File: src/rtl/core/pedec_pkg.sv
`timescale 1ns / 1ps
// ----------------------------------------------------------------------------
// pedec_pkg
// Shared types, constants and the hex digit helper for the percent decoder.
// ----------------------------------------------------------------------------
package pedec_pkg;

   localparam int CHAR_W      = 16;
   localparam int MAX_RESULTS = 3;
   localparam int CNT_W       = 2;

   localparam logic [CHAR_W-1:0] PERCENT_CHAR = 16'h0025;

   typedef struct packed {
      logic escape_open;
      logic held_count;
   } state_type;

   typedef struct packed {
      logic [CHAR_W-1:0] out_char;
      logic              has_char;
      logic              last;
      logic              error;
   } result_type;

   typedef result_type [MAX_RESULTS-1:0] results_type;

   // msb set when the character is a hex digit, low nibble is its value
   function automatic logic [4:0] hex_digit(input logic [CHAR_W-1:0] c);
      logic [4:0] r;
      r = '0;
      if (c >= 16'h0030 && c <= 16'h0039) begin
         r = {1'b1, 4'(c - 16'h0030)};
      end else if (c >= 16'h0041 && c <= 16'h0046) begin
         r = {1'b1, 4'(c - 16'h0041 + 16'd10)};
      end else if (c >= 16'h0061 && c <= 16'h0066) begin
         r = {1'b1, 4'(c - 16'h0061 + 16'd10)};
      end
      return r;
   endfunction

endpackage

File: src/rtl/core/pedec_decode.sv
`timescale 1ns / 1ps
// ----------------------------------------------------------------------------
// pedec_decode
// Single-pass decode of one character into up to three results and the
// next escape state.
// ----------------------------------------------------------------------------
module pedec_decode import pedec_pkg::*; (
   input  logic                enable,
   input  logic [CHAR_W-1:0]   in_char,
   input  logic                in_last,
   input  state_type           state_q,
   input  logic [CHAR_W-1:0]   held_q,
   output state_type           state_d,
   output logic [CHAR_W-1:0]   held_d,
   output results_type         results,
   output logic [CNT_W-1:0]    res_cnt
);

   logic [4:0] hex_hi;
   logic [4:0] hex_lo;

   assign hex_hi = hex_digit(held_q);
   assign hex_lo = hex_digit(in_char);

   always_comb begin
      results = '0;
      res_cnt = '0;
      state_d = state_q;
      held_d  = held_q;
      if (!enable) begin
         results[0].out_char = in_char;
         results[0].has_char = 1'b1;
         results[0].last     = in_last;
         res_cnt             = 2'd1;
         state_d             = '0;
      end else begin
         if (!state_q.escape_open) begin
            if (in_char == PERCENT_CHAR) begin
               state_d.escape_open = 1'b1;
               state_d.held_count  = 1'b0;
            end else begin
               results[0].out_char = {8'h00, in_char[7:0]};
               results[0].has_char = 1'b1;
               res_cnt             = 2'd1;
            end
         end else if (!state_q.held_count) begin
            held_d             = in_char;
            state_d.held_count = 1'b1;
         end else begin
            state_d = '0;
            if (hex_hi[4] && hex_lo[4]) begin
               results[0].out_char = {8'h00, hex_hi[3:0], hex_lo[3:0]};
               results[0].has_char = 1'b1;
               res_cnt             = 2'd1;
            end else begin
               results[0].out_char = PERCENT_CHAR;
               results[0].has_char = 1'b1;
               if (held_q == PERCENT_CHAR) begin
                  // second percent reopens the escape with this char held
                  state_d.escape_open = 1'b1;
                  state_d.held_count  = 1'b1;
                  held_d              = in_char;
                  res_cnt             = 2'd1;
               end else begin
                  results[1].out_char = {8'h00, held_q[7:0]};
                  results[1].has_char = 1'b1;
                  if (in_char == PERCENT_CHAR) begin
                     state_d.escape_open = 1'b1;
                     res_cnt             = 2'd2;
                  end else begin
                     results[2].out_char = {8'h00, in_char[7:0]};
                     results[2].has_char = 1'b1;
                     res_cnt             = 2'd3;
                  end
               end
            end
         end
         if (in_last) begin
            // string ends inside an escape: bare error result
            if (state_d.escape_open) begin
               results[res_cnt].last  = 1'b1;
               results[res_cnt].error = 1'b1;
               res_cnt                = res_cnt + 2'd1;
            end else begin
               results[res_cnt - 2'd1].last = 1'b1;
            end
            state_d = '0;
         end
      end
   end

endmodule

File: src/rtl/core/pedec_burst.sv
`timescale 1ns / 1ps
// ----------------------------------------------------------------------------
// pedec_burst
// Result register holding one item's results, drained one per transfer.
// ----------------------------------------------------------------------------
module pedec_burst import pedec_pkg::*; (
   input  logic               clock,
   input  logic               reset,
   input  logic               load,
   input  results_type        load_results,
   input  logic [CNT_W-1:0]   load_cnt,
   output logic               free,
   output logic               out_valid,
   input  logic               out_stall,
   output result_type         out_result
);

   results_type      slots_ff, slots_in;
   logic [CNT_W-1:0] cnt_ff, cnt_in;
   logic             out_xfer;

   assign out_valid  = (cnt_ff != '0);
   assign out_xfer   = out_valid && !out_stall;
   assign out_result = slots_ff[0];
   // room for a new item once the last held result leaves this cycle
   assign free = (cnt_ff == '0) || (cnt_ff == 2'd1 && out_xfer);

   always_comb begin
      slots_in = slots_ff;
      cnt_in   = cnt_ff;
      if (out_xfer) begin
         slots_in[0] = slots_ff[1];
         slots_in[1] = slots_ff[2];
         cnt_in      = cnt_ff - 2'd1;
      end
      if (load) begin
         slots_in = load_results;
         cnt_in   = load_cnt;
      end
   end

   always_ff @(posedge clock) begin
      slots_ff <= slots_in;
      if (reset) begin
         cnt_ff <= '0;
      end else begin
         cnt_ff <= cnt_in;
      end
   end

endmodule

File: src/rtl/core/percent_escape_decoder_core.sv
`timescale 1ns / 1ps
// ----------------------------------------------------------------------------
// percent_escape_decoder_core
// Percent-escape decoder for a stream of 16-bit characters.
// Input is registered, decoded and the results held in the result register.
// Throughput: one character per cycle while the result register is free; an
// item with n results stalls the input while they drain one per transfer.
// Reset: synchronous active high, clears escape state, buffers and enable.
// ----------------------------------------------------------------------------
module percent_escape_decoder_core import pedec_pkg::*; (
   input  logic               clock,
   input  logic               reset,
   input  logic               csr_valid,
   output logic               csr_ready,
   input  logic               csr_url_decode_enable,
   input  logic               req_valid,
   output logic               req_stall,
   input  logic [CHAR_W-1:0]  req_in_char,
   input  logic               req_last_char,
   output logic               rsp_valid,
   input  logic               rsp_stall,
   output logic [CHAR_W-1:0]  rsp_out_char,
   output logic               rsp_has_char,
   output logic               rsp_last,
   output logic               rsp_error
);

   logic              enable_ff;
   logic              in_valid_ff, in_valid_in;
   logic [CHAR_W-1:0] in_char_ff;
   logic              in_last_ff;
   state_type         state_ff, state_in;
   logic [CHAR_W-1:0] held_ff, held_in;
   results_type       dec_results;
   logic [CNT_W-1:0]  dec_cnt;
   logic              burst_free;
   logic              advance;
   logic              req_xfer;
   result_type        head;

   assign csr_ready = 1'b1;
   assign advance   = in_valid_ff && burst_free;
   assign req_stall = in_valid_ff && !burst_free;
   assign req_xfer  = req_valid && !req_stall;

   always_comb begin
      in_valid_in = in_valid_ff;
      if (req_xfer) begin
         in_valid_in = 1'b1;
      end else if (advance) begin
         in_valid_in = 1'b0;
      end
   end

   pedec_decode u_decode (
      .enable  (enable_ff),
      .in_char (in_char_ff),
      .in_last (in_last_ff),
      .state_q (state_ff),
      .held_q  (held_ff),
      .state_d (state_in),
      .held_d  (held_in),
      .results (dec_results),
      .res_cnt (dec_cnt)
   );

   pedec_burst u_burst (
      .clock        (clock),
      .reset        (reset),
      .load         (advance && dec_cnt != '0),
      .load_results (dec_results),
      .load_cnt     (dec_cnt),
      .free         (burst_free),
      .out_valid    (rsp_valid),
      .out_stall    (rsp_stall),
      .out_result   (head)
   );

   assign rsp_out_char = head.out_char;
   assign rsp_has_char = head.has_char;
   assign rsp_last     = head.last;
   assign rsp_error    = head.error;

   always_ff @(posedge clock) begin
      if (req_xfer) begin
         in_char_ff <= req_in_char;
         in_last_ff <= req_last_char;
      end
      if (advance) begin
         held_ff <= held_in;
      end
      if (reset) begin
         enable_ff   <= 1'b0;
         in_valid_ff <= 1'b0;
         state_ff    <= '0;
      end else begin
         in_valid_ff <= in_valid_in;
         if (csr_valid && csr_ready) begin
            enable_ff <= csr_url_decode_enable;
         end
         if (advance) begin
            state_ff <= state_in;
         end
      end
   end

`ifndef SYNTHESIS
   a_error_is_bare_final : assert property (@(posedge clock) disable iff (reset)
      rsp_valid && rsp_error |-> !rsp_has_char && rsp_last)
      else $error("error result carries a character or is not final");

   a_bare_char_zero : assert property (@(posedge clock) disable iff (reset)
      rsp_valid && !rsp_has_char |-> rsp_out_char == '0)
      else $error("bare result with nonzero character");

   a_reset_empty : assert property (@(posedge clock)
      !reset && $past(reset) |-> !rsp_valid && !in_valid_ff)
      else $error("pipeline not empty after reset");
`endif

endmodule
File: config.mk
export PLATFORM = sky130hd
export DESIGN_NAME = percent_escape_decoder_core
export DESIGN_NICKNAME = d
export VERILOG_FILES = /design/src/rtl/core/pedec_pkg.sv /design/src/rtl/core/pedec_decode.sv /design/src/rtl/core/pedec_burst.sv /design/src/rtl/core/percent_escape_decoder_core.sv
export SDC_FILE = /design/constraint.sdc
export NUM_CORES = 1
export LEC_CHECK = 0
export ABC_AREA = 1
export BUFFER_PORTS_ARGS = -buffer_cell sky130_fd_sc_hd__buf_2
export CAP_MARGIN = 20
export CORE_ASPECT_RATIO = 0.5
export CORE_MARGIN = 2
export CORE_UTILIZATION = 59
export DETAILED_ROUTE_END_ITERATION = 8
export GPL_TIMING_DRIVEN = 0
export PLACE_DENSITY_LB_ADDON = 0.1
export SYNTH_ARGS = -nofsm -noshare
export SYNTH_HDL_FRONTEND = slang
export SYNTH_SLANG_ARGS = --single-unit
File: constraint.sdc
create_clock -name clock -period 3.8 [get_ports clock]
set_clock_uncertainty 0.15 [all_clocks]
set_input_delay 0.76 -clock clock [delete_from_list [all_inputs] [get_ports clock]]
set_output_delay 0.76 -clock clock [all_outputs]
set_load 0.1 [all_outputs]
# [Word level (Yosys, flattened, before mapping)]
# Cells that the tools add are included.
[op_classes] add_sub_neg=13 order_cmp=16 eq_ne=6 mux=65 reduce_logical=27
[op_table] cell="$mux 17" count=11
[op_table] cell="$bwmux 57" count=3
[op_table] cell="$demux 19 s2" count=3
[op_table] cell="$mux 57" count=2
[op_table] cell="$mux 38" count=2
[op_table] cell="$ge 16x7->1 const B" count=4
[op_table] cell="$le 16x7->1 const B" count=4
[op_table] cell="$mux 16" count=3
[op_table] cell="$mux 2" count=18
[op_table] cell="$mux 9" count=4
[op_table] cell="$eq 16x6->1 const B" count=2
[op_table] cell="$ge 16x6->1 const B" count=2
[op_table] cell="$le 16x6->1 const B" count=2
[op_table] cell="$mux 5" count=6
[op_table] cell="$sub 4x1->4 const B" count=6
[op_table] cell="$mux 19" count=1
[op_table] cell="$mux 18" count=1
[op_table] cell="$add 4x4->4 const B" count=4
[op_table] cell="$logic_and 1x1->1" count=15
[op_table] cell="$mux 1" count=11
[op_table] cell="$reduce_bool 2->1" count=4
[op_table] cell="$lt 2x3->1 const B" count=2
[op_table] cell="$reduce_and 5->1" count=1
[op_table] cell="$ge 2x1->1 const B" count=2
[op_table] cell="10 further kinds" count=14
[word_totals] regBits=96 output_inout_bits=22

# [Logic depth before layout (Yosys ltp)]
# Gate-level depths: netlist of the first run.
[depth] word_depth=20 ltp_mapped=20 ltp_nobuf=19

# [Modules after synthesis]
# From an unflattened synthesis of the first run, not the netlist that was laid out.
[hier_totals] hier_cells=664 hier_area_um2=5587.9
[modules_own_cells] module="pedec_burst" instances=1 cells_each=227 area_per_inst_um2=2513.7
[modules_own_cells] module="pedec_decode" instances=1 cells_each=373 area_per_inst_um2=1893.1
[modules_own_cells] module="percent_escape_decoder_core" instances=1 cells_each=64 area_per_inst_um2=1181.1

# [Worst setup path after synthesis of the first run]
# OpenSTA, ideal clock, no wires.
[synth_timing] kind="register -> register" startpoint="register held_ff[0]" endpoint="register u_burst.slots_ff, in the netlist u_burst.out_result[0], enable pin" t_arrival_ns=2.817 required_time_ns=3.263 slack_ns=0.446 path_stages_with_launch=18 n_path_buf=1 cell_sequence="edfxtp_1 > inv_1 > ha_1 > o21ai_0 > nand2_1 > nand3_1 > nand3_2 > nand2_2 > nand2_4 > inv_1 > ha_1 > o21bai_2 > inv_1 > nand2_2 > nand2_4 > inv_6 > buf_6 > nand2_1"
[synth_between] elab_chain_cells=17
[synth_rtl] item="start: declaration" line="percent_escape_decoder_core.sv:33" rtl="logic [CHAR_W-1:0] held_ff, held_in;"
[synth_rtl] item="start signal: assignment" line="percent_escape_decoder_core.sv:90" rtl="held_ff <= held_in;"
[synth_rtl] item="$ge 16x7->1 or $le 16x7->1 (tied branches)" line="pedec_pkg.sv:36" rtl="end else if (c >= 16'h0061 && c <= 16'h0066) begin"
[synth_rtl] item="$logic_and 1x1->1" line="pedec_pkg.sv:36"
[synth_rtl] item="$mux 5" line="pedec_pkg.sv:36"
[synth_rtl] item="$mux 5" line="pedec_pkg.sv:34" rtl="end else if (c >= 16'h0041 && c <= 16'h0046) begin"
[synth_rtl] item="$mux 5" line="pedec_pkg.sv:32" rtl="if (c >= 16'h0030 && c <= 16'h0039) begin"
[synth_rtl] item="$logic_and 1x1->1" line="pedec_decode.sv:51" rtl="if (hex_hi[4] && hex_lo[4]) begin"
[synth_rtl] item="$mux 2" line="pedec_decode.sv:51"
[synth_rtl] item="$mux 2" line="pedec_decode.sv:46" rtl="end else if (!state_q.held_count) begin"
[synth_rtl] item="$mux 2" line="pedec_decode.sv:37" rtl="if (!state_q.escape_open) begin"
[synth_rtl] item="$mux 2" line="pedec_decode.sv:30" rtl="if (!enable) begin"
[synth_rtl] item="$add 2x1->2" line="pedec_decode.sv:83" rtl="res_cnt = res_cnt + 2'd1;"
[synth_rtl] item="$mux 2" line="pedec_decode.sv:80" rtl="if (state_d.escape_open) begin"
[synth_rtl] item="$mux 2 (*)" line="pedec_decode.sv:78" rtl="if (in_last) begin"
[synth_rtl] item="$mux 2 (*)" line="pedec_decode.sv:30"
[synth_rtl] item="$reduce_bool 2->1 (*)" line="percent_escape_decoder_core.sv:70" rtl=".load (advance && dec_cnt != '0),"
[synth_rtl] item="$logic_and 1x1->1 (*)" line="percent_escape_decoder_core.sv:70"
[synth_rtl] item="$reduce_bool 2->1 (no source line) (*)"
[synth_rtl] item="end signal: assignment" line="pedec_burst.sv:43" rtl="slots_ff <= slots_in;"
[synth_rtl] item="end: declaration" line="pedec_burst.sv:18" rtl="results_type slots_ff, slots_in;"
# Every way passes the cells marked *; elsewhere a longest branch is shown, timed or not. The select of a mux whose other input is x is not followed.
# A chain may end at the register's enable or synchronous reset.

# [Final worst setup path of the first run]
[layout_timing] startpoint="register in_char_ff[0]" endpoint="register u_burst.slots_ff, in the netlist u_burst.out_result[4], enable pin"
[layout_between] elab_chain_cells=17
[layout_rtl] item="start: declaration" line="percent_escape_decoder_core.sv:30" rtl="logic [CHAR_W-1:0] in_char_ff;"
[layout_rtl] item="start signal: assignment" line="percent_escape_decoder_core.sv:86" rtl="in_char_ff <= req_in_char;"
[layout_rtl] item="$ge 16x7->1 or $le 16x7->1 (tied branches)" line="pedec_pkg.sv:36"
[layout_rtl] item="$logic_and 1x1->1" line="pedec_pkg.sv:36"
[layout_rtl] item="$mux 5" line="pedec_pkg.sv:36"
[layout_rtl] item="$mux 5" line="pedec_pkg.sv:34"
[layout_rtl] item="$mux 5" line="pedec_pkg.sv:32"
[layout_rtl] item="$logic_and 1x1->1" line="pedec_decode.sv:51"
[layout_rtl] item="$mux 2" line="pedec_decode.sv:51"
[layout_rtl] item="$mux 2" line="pedec_decode.sv:46"
[layout_rtl] item="$mux 2" line="pedec_decode.sv:37"
[layout_rtl] item="$mux 2" line="pedec_decode.sv:30"
[layout_rtl] item="$add 2x1->2" line="pedec_decode.sv:83"
[layout_rtl] item="$mux 2" line="pedec_decode.sv:80"
[layout_rtl] item="$mux 2 (*)" line="pedec_decode.sv:78"
[layout_rtl] item="$mux 2 (*)" line="pedec_decode.sv:30"
[layout_rtl] item="$reduce_bool 2->1 (*)" line="percent_escape_decoder_core.sv:70"
[layout_rtl] item="$logic_and 1x1->1 (*)" line="percent_escape_decoder_core.sv:70"
[layout_rtl] item="$reduce_bool 2->1 (no source line) (*)"
# Marks and branches as above.

==> results of run 1 <==
cell families after synthesis:
family                     share of synthesized area, %
AOI/OAI and AO/OA                                 6.154
xor gates and xnor gates                          1.051
adders and majority gates                         4.203
buffers and inverters                             9.337
DFF                                               56.20
other                                           0.08998
and+or+nand+nor                                   22.97
worst min path at each step:
stage | startpoint | end | slack [ns]
after floorplan | in_char_ff[12] | held_ff[12] | 0.28
after global placement | in_char_ff[7] | held_ff[7] | 0.28
after detailed placement | in_char_ff[9] | held_ff[9] | 0.29
after CTS | in_char_ff[9] | held_ff[9] | 0.30
after global routing | in_char_ff[13] | held_ff[13] | 0.31
final | in_char_ff[9] | held_ff[9] | 0.30
worst register-to-register path, stage by stage (launching register included):
cell,delay (ns)
edfxtp_1,0.51
inv_1,0.16
ha_1,0.27
o21ai_0,0.18
nand2_1,0.10
nand3_2,0.14
nand3_2,0.09
nand2_2,0.13
nand2_4,0.07
inv_1,0.10
ha_1,0.25
o21bai_2,0.13
inv_1,0.06
nand2_2,0.13
nand2_4,0.13
inv_6,0.10
buf_6,0.14
nand2_2,0.22
buf_16,0.25
placed cells by master, fill, tap and decap left out, types with 2 or more instances in the layout:
cell type / n
nand2_2: 20
o21ai_0: 14
inv_6: 2
o22ai_1: 2
buf_2: 43
nand3_2: 6
nor2_2: 2
o211ai_1: 3
ha_1: 14
nor2_1: 45
o31ai_1: 2
buf_4: 20
clkbuf_16: 9
clkinvlp_4: 2
inv_2: 2
nand2_1: 87
inv_1: 55
a21oi_1: 8
nor3_1: 4
nor2_4: 2
edfxtp_1: 74
dfxtp_1: 6
nand3_1: 21
buf_6: 2
nand2_4: 5
xor2_1: 5
nand4_1: 6
o21ai_2: 6
report_power, final:
part | total, mW | switching [mW] | internal (mW)
Clock | 0.846 | 0.336 | 0.510
Sequential | 1.37 | 0.0849 | 1.29
Combinational | 1.63 | 1.25 | 0.383
layout make-up:
cell class / count / area, um^2
Clock buffer: 10 / 229.0
Inverter: 58 / 222.7
Buffer: 20 / 166.4
Sequential cell: 80 / 2342
Fill cell: 496 / 1902
Clock inverter: 6 / 67.56
Multi-Input combinational cell: 261 / 1439
Timing Repair Buffer: 47 / 269.0
Tap cell: 92 / 115.1
state kept, by name (all words and copies together), names as in the netlist:
signal and count:
in_char_ff 16, in_valid_ff 1, held_ff 16, state_ff 2, in_last_ff 1, u_burst.slots_ff 22, u_burst.cnt_ff 2, u_burst.out_result 19
enable_ff 1
what timing repair did:
action | 4_1_cts | 5_1_grt
endpoints found under the setup margin | 22 | 22
buffers inserted | 0 | 2
hold buffers | 0 | 0
resized for setup | 1 | 0
Yosys cell counts, types with 2 or more instances:
master | instances | area (um^2)
nand3_2 | 6 | 60.06
nor3_1 | 4 | 20.02
nor2_4 | 2 | 22.52
edfxtp_1 | 74 | 2222
xor2_1 | 5 | 43.79
inv_1 | 55 | 206.5
o21ai_0 | 14 | 70.07
a21oi_1 | 8 | 40.04
dfxtp_1 | 6 | 120.1
o211ai_1 | 3 | 22.52
buf_4 | 18 | 135.1
o21ai_2 | 6 | 52.55
nor2_1 | 45 | 168.9
ha_1 | 14 | 175.2
nand4_1 | 6 | 37.54
inv_2 | 2 | 7.510
nand2_2 | 19 | 118.9
nand2_1 | 88 | 330.3
nand2_4 | 5 | 56.30
o31ai_1 | 2 | 15.01
nor2_2 | 2 | 12.51
nand3_1 | 21 | 105.1
o22ai_1 | 2 | 12.51
stage by stage:
stage	TNS [ns]	utilization [%]	hold WS [ns]	setup slack [ns]	cell area, um^2
2_1_floorplan	0	-	0.2764	0.4456	4168
3_3_place_gp	-7.200	66.61	0.2837	-0.2416	4498
3_5_place_dp	0	67.19	0.2877	0.02234	4537
4_1_cts	0	71.61	0.3014	0.2109	4836
5_1_grt	0	71.84	0.3125	0.01459	4851
6_report	0	71.84	0.3022	0.2379	4851
metal layers:
| layer | vias to the layer above | global-route usage, % |
|---|---|---|
| met5 | - | 0 |
| met3 | 11 | 7.337 |
| met1 | 1405 | 32.81 |
| li1 | 1485 | - |
| met2 | 117 | 34.60 |
| met4 | 0 | 7.328 |
==> flow_summary.toml, run 1 <==
[outcome]
run_status = "finished, final reports clean"

[flow_run]
timing.max_cap.violations = 0

[finish]
drive_above_1_share_pct = 26.56
diodes = 0
area_growth_syn_to_layout_pct = 16.39
final_cells = 574
nNetsFinal = 514

[setup_path]
rr_worst_depth = 18
cp_cell_sequence = "inv_1, ha_1, o21ai_0, nand2_1, nand3_2, nand3_2, nand2_2, nand2_4, inv_1, ha_1, o21bai_2, inv_1, nand2_2, nand2_4, inv_6, buf_6, nand2_2, buf_16"
cpPeakStageDelay_ns = 0.51
cp.required_ns = 3.75
path_delay_family = "simple AND/OR/NAND/NOR gates"
cp.depth = 18
crit_path_start = "in_char_ff[0]"
arrival_ns = 3.51
ff2ff_setup_slack_ns = 0.24
r2r_end = "u_burst.out_result[4]"
cp-end-kind = "flip-flop"
cp_max_fo = 22
slowest_stage = "edfxtp_1"
cp_num_buf_inv = 6
crit_type = "reg -> reg"
worstReg2RegStart = "in_char_ff[0]"
cp-endpoint = "u_burst.out_result[4]"
start_kind = "flip-flop"

[pwr]
powerDensity_mw_per_mm2 = 794.4
ir_drop_mv = 0.6998
p_total_mw = 3.854
p_leak_nw = 2.184

[synthesis]
synth.ff_latch_count = 80
syn_nets = 456
syn_area_per_cell_um2 = 9.947
synth_edf_count = 74
synth_cell_types = 35
yosysSeqAreaShare_pct = 56.20
ys_warn_count = 0
synth_cells = 419
async_flop_share_pct = 0
ys.flop_type = "edfxtp_1"
netlist_area_mm2 = 0.004168

[route]
wl_met3_um = 688
highest_layer = "met4"
met1_length_mm = 3.799
ant_nets = 0
routed-via-count = 3018
drtIter0Drc = 353
wl_mm = 8.285
drc_errors = 0
vias_per_cell = 5.258
route.met2.wl_mm = 3.689
wire_per_inst_um = 14.43
drtPass1Iterations = 5

[sta]
finalCritPeriodShare_pct = 93.74
report.final.slew_viol_count = 0
fmax_mhz = 280.7
fin_crit_ns = 3.562
relSlewSlack_pct = 51.79
setup_viol = 0
grt_setup_unrepaired = "no"
finalHoldViolations = 0
worst_pin_slew_ns = 0.7205

[clock_network]
cts_tree = "done"
cts_made_buffers = 9
clockBufferDepth = 2
h-tree-depth = 3
clkSinkCount = 80
cts.clk_slew.worst_paths_ns = 0.06
root_buffer = "clkbuf_16"
clock_latency_ns = 0.34

[floorplan]
rows = 21
die_y_um = 63.43
core_mm2 = 0.006753
die_width_um = 122.9
start_util_pct = 61.72
io_pins = 45
die_area_mm2 = 0.007793

[global_route]
gr-usage-all-layers_pct = 23.32
grt_first_pass_wirelength_mm = 13.49
grt_pass1_vias = 2889
grt_start_max_net_pins = 23
antenna_found_initial = 0
grt.overflow.total = 0

[place]
io_buffers = 43
gp_congestion = 0.8848
placed_cells = 556
dp_hpwl_mm = 6.270

[hold_path]
hp-class = "reg -> reg"
whs_path_depth = 0
Note: power is estimated with default switching activity, not from simulation.
==> run 2, diff against run 1 <==
ABC_AREA = not set   (was 1)
CELL_PAD_IN_SITES_DETAIL_PLACEMENT = 1   (was not set)
CELL_PAD_IN_SITES_GLOBAL_PLACEMENT = 2   (was not set)
CORE_UTILIZATION = 40   (was 59)
==> run 2 against run 1 <==
  * Die area is 38% higher
  * Flip-flop and latch count is the same
  * Clock-buffer cell count fell by 1
  * Critical path depth down 4
  * Sequential share of layout area shrank 2.7 points
  * Register-to-register slack worse by 0.21 ns
  * Total power down 27%
  * Area after synthesis down 4.7%
  * Setup slack worse by 0.21 ns
  * Sequential power decreased by 18%
==> flow_summary.toml, run 2 <==
[synthesis]
yosysSeqAreaShare_pct = 59.00
synth_largest_area_cell = "edfxtp_1"
syn_area_per_cell_um2 = 12.52
netlist_area_mm2 = 0.003970
synth_area_leaders = "edfxtp_1, ha_1, buf_4"
ys_warn_count = 0
synth_top_cell_area_share_pct = 55.97
async_flop_share_pct = 0
synth_cell_types = 60
syn_nets = 354
synth_edf_count = 74
synth_cells = 317
synthTopCellsByCount = "edfxtp_1, nand2_1, nor2_1"
synth_most_common_cell = "edfxtp_1"
ys.flop_type = "edfxtp_1"
synth.ff_latch_count = 80

[place]
gp_congestion = 0.8055
placed_area_mm2 = 0.004378
dp_worst_setup_slack_ns = -0.6440
dp_hpwl_mm = 7.022
io_buffers = 43

[sta]
fin_setup_tns_ns = 0
report.final.slew_viol_count = 0
relSlewSlack_pct = 48.09
grt_setup_unrepaired = "yes"
timing.hold.ws_ns = 0.3280
fmax_mhz = 265.1
finalHoldViolations = 0
finalCritPeriodShare_pct = 99.27
setup_viol = 0
fin_crit_ns = 3.772
worst_pin_slew_ns = 0.7786
layout_setup_ws_ns = 0.02783

[route]
drtPass1Iterations = 5
routed-via-count = 2911
drc_errors = 0
drtIter0Drc = 153
wl_mm = 11.20
vias_per_cell = 5.351
wire_per_inst_um = 20.58
ant_nets = 0

[setup_path]
cp-end-kind = "flip-flop"
start_kind = "flip-flop"
arrival_ns = 3.69
cp.required_ns = 3.72
cp_max_fo = 6
rr_worst_depth = 14
cp-endpoint = "u_burst.out_result[14]"
r2r_end = "u_burst.out_result[14]"
crit_path_start = "held_ff[11]"
worstReg2RegStart = "held_ff[11]"
crit_type = "reg -> reg"
ff2ff_setup_slack_ns = 0.03

[clock_network]
clock_latency_ns = 0.35
clockBufferDepth = 2
h-tree-depth = 3
root_buffer = "clkbuf_16"
cts_made_buffers = 9
clkSinkCount = 80
cts_tree = "done"
cts.clk_slew.worst_paths_ns = 0.07

[floorplan]
die_area_mm2 = 0.01079
start_util_pct = 41.61
die_y_um = 74.45
core_mm2 = 0.009540
io_pins = 45
rows = 25
die_width_um = 144.9

[global_route]
grt_first_pass_wirelength_mm = 16.01
antenna_found_initial = 0
grt_pass1_vias = 2878
grt.overflow.total = 0
gr-usage-all-layers_pct = 20.81
grt_start_max_net_pins = 18

[flow_run]
timing.max_cap.violations = 0

[finish]
nNetsFinal = 441
final_area_mm2 = 0.005141
top_register = "u_burst.slots_ff"
diodes = 0
largest_reg_flops = 22
layout_commonest_cell = "edfxtp_1"
drive_above_1_share_pct = 38.14
layout_common_cells = "edfxtp_1, buf_4, buf_2"
area_growth_syn_to_layout_pct = 29.50

[pwr]
p_leak_nw = 2.049
powerDensity_mw_per_mm2 = 543.6
ir_drop_mv = 0.2680

[hold_path]
hp-class = "reg -> reg"

[outcome]
run_status = "finished, final reports clean"
-- run 2: cell count changes in the layout (fill, tap and decap cells not counted), sizes merged, moves of 8 or more --
cell,previous run,this run
mux2,0,9
buf,67,96
nand3,27,7
and2,0,18
a22o,0,8
nor2,49,19
inv,59,18
nand2,112,22
-- run 2: repair_timing --
item                                    CTS  global route
endpoints found under the setup margin   63            63
resized for setup                         7            25
pin swaps                                 3            12
hold buffers                              0             0
setup buffers                            18            14
cloned                                    2             2
-- run 2: per-stage QoR --
stage	utilization, %	cells	power (mW)
after floorplan	-	317	1.684
after global placement	45.76	495	1.787
after detailed placement	45.89	496	1.810
after CTS	51.38	531	2.783
after global routing	53.89	544	2.885
final	53.89	544	2.795
-- run 2: final cells by class --
type	count	area, um^2
fillers	995	4399
flip-flops and latches	80	2342
multi-input cells	198	1521
repair buffers	76	548.0
clock buffers	9	225.2
plain buffers	24	188.9
well taps	135	168.9
clock inverters	7	86.33
inverters	15	60.06
-- run 2: how the worst min path moves through the flow --
stage	to	start	cells after the start	slack, ns
6_report	held_ff[13]	in_char_ff[13]	0	0.33
2_1_floorplan	held_ff[12]	in_char_ff[12]	0	0.28
5_1_grt	held_ff[13]	in_char_ff[13]	0	0.34
4_1_cts	held_ff[13]	in_char_ff[13]	0	0.33
3_3_place_gp	held_ff[13]	in_char_ff[13]	0	0.32
3_5_place_dp	held_ff[13]	in_char_ff[13]	0	0.31
-- run 2: critical path, stage by stage, from the launching register on --
cell       delay, ns
edfxtp_1        0.37
or4_4           0.55
and4bb_4        0.37
and4bb_2        0.26
o211ai_1        0.19
nand4_1         0.19
inv_2           0.08
ha_4            0.28
nand2_2         0.05
nor3b_2         0.23
a21oi_2         0.06
and2_4          0.22
buf_12          0.15
o21ai_4         0.11
clkbuf_16       0.21
-- run 2: metal layers --
metal / routed length [um] / vias up / GRT usage (%)
met1: 5106 / 1474 / 28.53
met3: 628 / 16 / 4.636
met4: 108 / 0 / 7.120
li1: - / 1340 / -
met5: 0 / - / 0
met2: 5352 / 81 / 33.23
-- run 2: cell families (layout without fill, tap and decap cells) --
kind of cell               Yosys count  in the layout  synth area share, %
AOI/OAI and AO/OA                   60             62                10.40
xor gates and xnor gates             4              4               0.8826
adders and majority gates           14             14                4.412
buffers and inverters               41            131                6.177
DFF                                 80             80                59.00
muxes                               13             13                4.034
other                                1              1              0.09446
and+or+nand+nor                    104            104                15.00
-- run 2: where the power goes --
part           switching, mW  total (mW)  internal, mW
combinational          0.536       0.752         0.216
sequential            0.0404        1.13          1.09
clock                  0.389       0.913         0.524
total                  0.965        2.79          1.83
==> run 3, diff against run 2 <==
CORE_ASPECT_RATIO = not set   (was 0.5)
==> run 3 against run 2 <==
  * Via count down 6.9%
  * Clock power down 30%
  * Clock-buffer cell count up 1
  * Final area down 6.4%
  * Routed wire length down 13%
  * Flip-flop and latch count unchanged
  * Largest power group unchanged
  * Critical endpoint is now u_burst.out_result[15]
  * Largest cell class unchanged
  * Sequential power about the same
  * Combinational power down 5.1%
==> flow_summary.toml, run 3 (synthesis results as in run 2) <==
[outcome]
run_status = "finished, final reports clean"

[finish]
drive_above_1_share_pct = 33.25
diodes = 0
final_cells = 530
layout_common_cells = "edfxtp_1, buf_2, buf_4"
largest_reg_flops = 22
layout_commonest_cell = "edfxtp_1"
area_growth_syn_to_layout_pct = 21.18
top_register = "u_burst.slots_ff"
nNetsFinal = 429

[sta]
timing.hold.ws_ns = 0.3276
finalHoldViolations = 0
grt_setup_unrepaired = "no"
relSlewSlack_pct = 43.49
layout_setup_ws_ns = 0.1807
worst_pin_slew_ns = 0.8476
fin_setup_tns_ns = 0
report.final.slew_viol_count = 0
fin_crit_ns = 3.619
finalCritPeriodShare_pct = 95.25
fmax_mhz = 276.3
setup_viol = 0

[route]
wire_per_inst_um = 18.35
ant_nets = 0
wl_mm = 9.728
drc_errors = 0
vias_per_cell = 5.111
drtPass1Iterations = 4
routed-via-count = 2709
drtIter0Drc = 131

[pwr]
p_leak_nw = 1.913
powerDensity_mw_per_mm2 = 515.2
ir_drop_mv = 0.2909

[setup_path]
ff2ff_setup_slack_ns = 0.18
rr_worst_depth = 15
crit_type = "reg -> reg"
r2r_end = "u_burst.out_result[15]"
worstReg2RegStart = "held_ff[9]"
arrival_ns = 3.56
start_kind = "flip-flop"
cp-end-kind = "flip-flop"
cp.required_ns = 3.74
cp_max_fo = 12

[clock_network]
clockBufferDepth = 2
clock_latency_ns = 0.37
h-tree-depth = 3
hold_buffers = 0
cts_made_buffers = 9
cts_tree = "done"
clkSinkCount = 80
cts.clk_slew.worst_paths_ns = 0.08
root_buffer = "clkbuf_8"

[hold_path]
whs_path_depth = 0
min_to = "held_ff[11]"
hp-start = "in_char_ff[11]"
hp-class = "reg -> reg"

[floorplan]
die_y_um = 103.6
io_pins = 45
die_width_um = 103.6
core_mm2 = 0.009684
start_util_pct = 40.99
die_area_mm2 = 0.01074
rows = 36

[place]
dp_hpwl_mm = 6.594
io_buffers = 43
dp_worst_setup_slack_ns = -0.7157
placed_cells = 494
gp_congestion = 0.8590

[global_route]
gr-usage-all-layers_pct = 18.39
grt_start_max_net_pins = 18
grt_pass1_vias = 2680
grt_first_pass_wirelength_mm = 14.97
grt.overflow.total = 0
antenna_found_initial = 0

[flow_run]
timing.max_cap.violations = 0
## run 3: cell types whose count changed in the layout (fill, tap and decap cells not counted), sizes merged
cell / delta
buf: -11
inv: -3
clkinv: +2
## run 3: cell type report
type,instances,area (um^2)
tap,133,166.4
sequential,80,2342
timing repair buffer,62,399.1
multi-input combinational,198,1453
inverter,15,60.06
clock buffer,10,127.6
fill,1037,4873
buffer,26,195.2
clock inverter,6,67.56
## run 3: metal layers
layer	GRT usage (%)	wire, um	part of all wire (%)
met1	24.95	4707	48
met2	29.47	4587	47
met3	4.342	323	3.3
met4	5.502	110	1.1
met5	0	0	0
## run 3: how the worst max path moves through the flow
stage                       start                     end  slack, ns  cells past startpoint
floorplan              held_ff[9]   u_burst.out_result[0]       0.06                     14
global placement       held_ff[0]    u_burst.slots_ff[26]      -0.69                     15
detailed placement     held_ff[0]   u_burst.out_result[7]      -0.72                     15
CTS                    held_ff[1]    u_burst.slots_ff[44]      0.003                     16
global route        in_char_ff[0]    u_burst.slots_ff[40]       0.01                     17
finish                 held_ff[9]  u_burst.out_result[15]       0.18                     15
## run 3: through the flow
stage / area, um^2 / util, % / power (mW)
2_1_floorplan: 3981 / - / 1.684
3_3_place_gp: 4363 / 45.05 / 1.793
3_5_place_dp: 4379 / 45.22 / 1.804
4_1_cts: 4731 / 48.85 / 2.494
5_1_grt: 4811 / 49.68 / 2.572
6_report: 4811 / 49.68 / 2.478
## run 3: repair_timing
| item | CTS | global route |
|---|---|---|
| buffers inserted | 11 | 8 |
| endpoints found under the setup margin | 63 | 63 |
| resized for setup | 6 | 7 |
| pin swaps | 2 | 3 |
| cloned | 2 | 0 |
## run 3: power breakdown
group          total (mW)  internal, mW  leakage, nW  switching, mW
registers            1.13          1.09        0.756         0.0387
clock network       0.637         0.306       0.0945          0.331
logic               0.714         0.197         1.06          0.518
## run 3: worst max-delay path, cell delays in order (launching register included)
cell	delay [ns]
edfxtp_1	0.37
or4_4	0.54
and4bb_2	0.31
and4bb_2	0.25
o211ai_1	0.13
nand4_1	0.15
inv_1	0.09
ha_1	0.27
nand2_1	0.05
nor3b_2	0.19
a21oi_2	0.07
and2_4	0.19
buf_6	0.12
buf_6	0.16
o21ai_4	0.11
buf_12	0.17
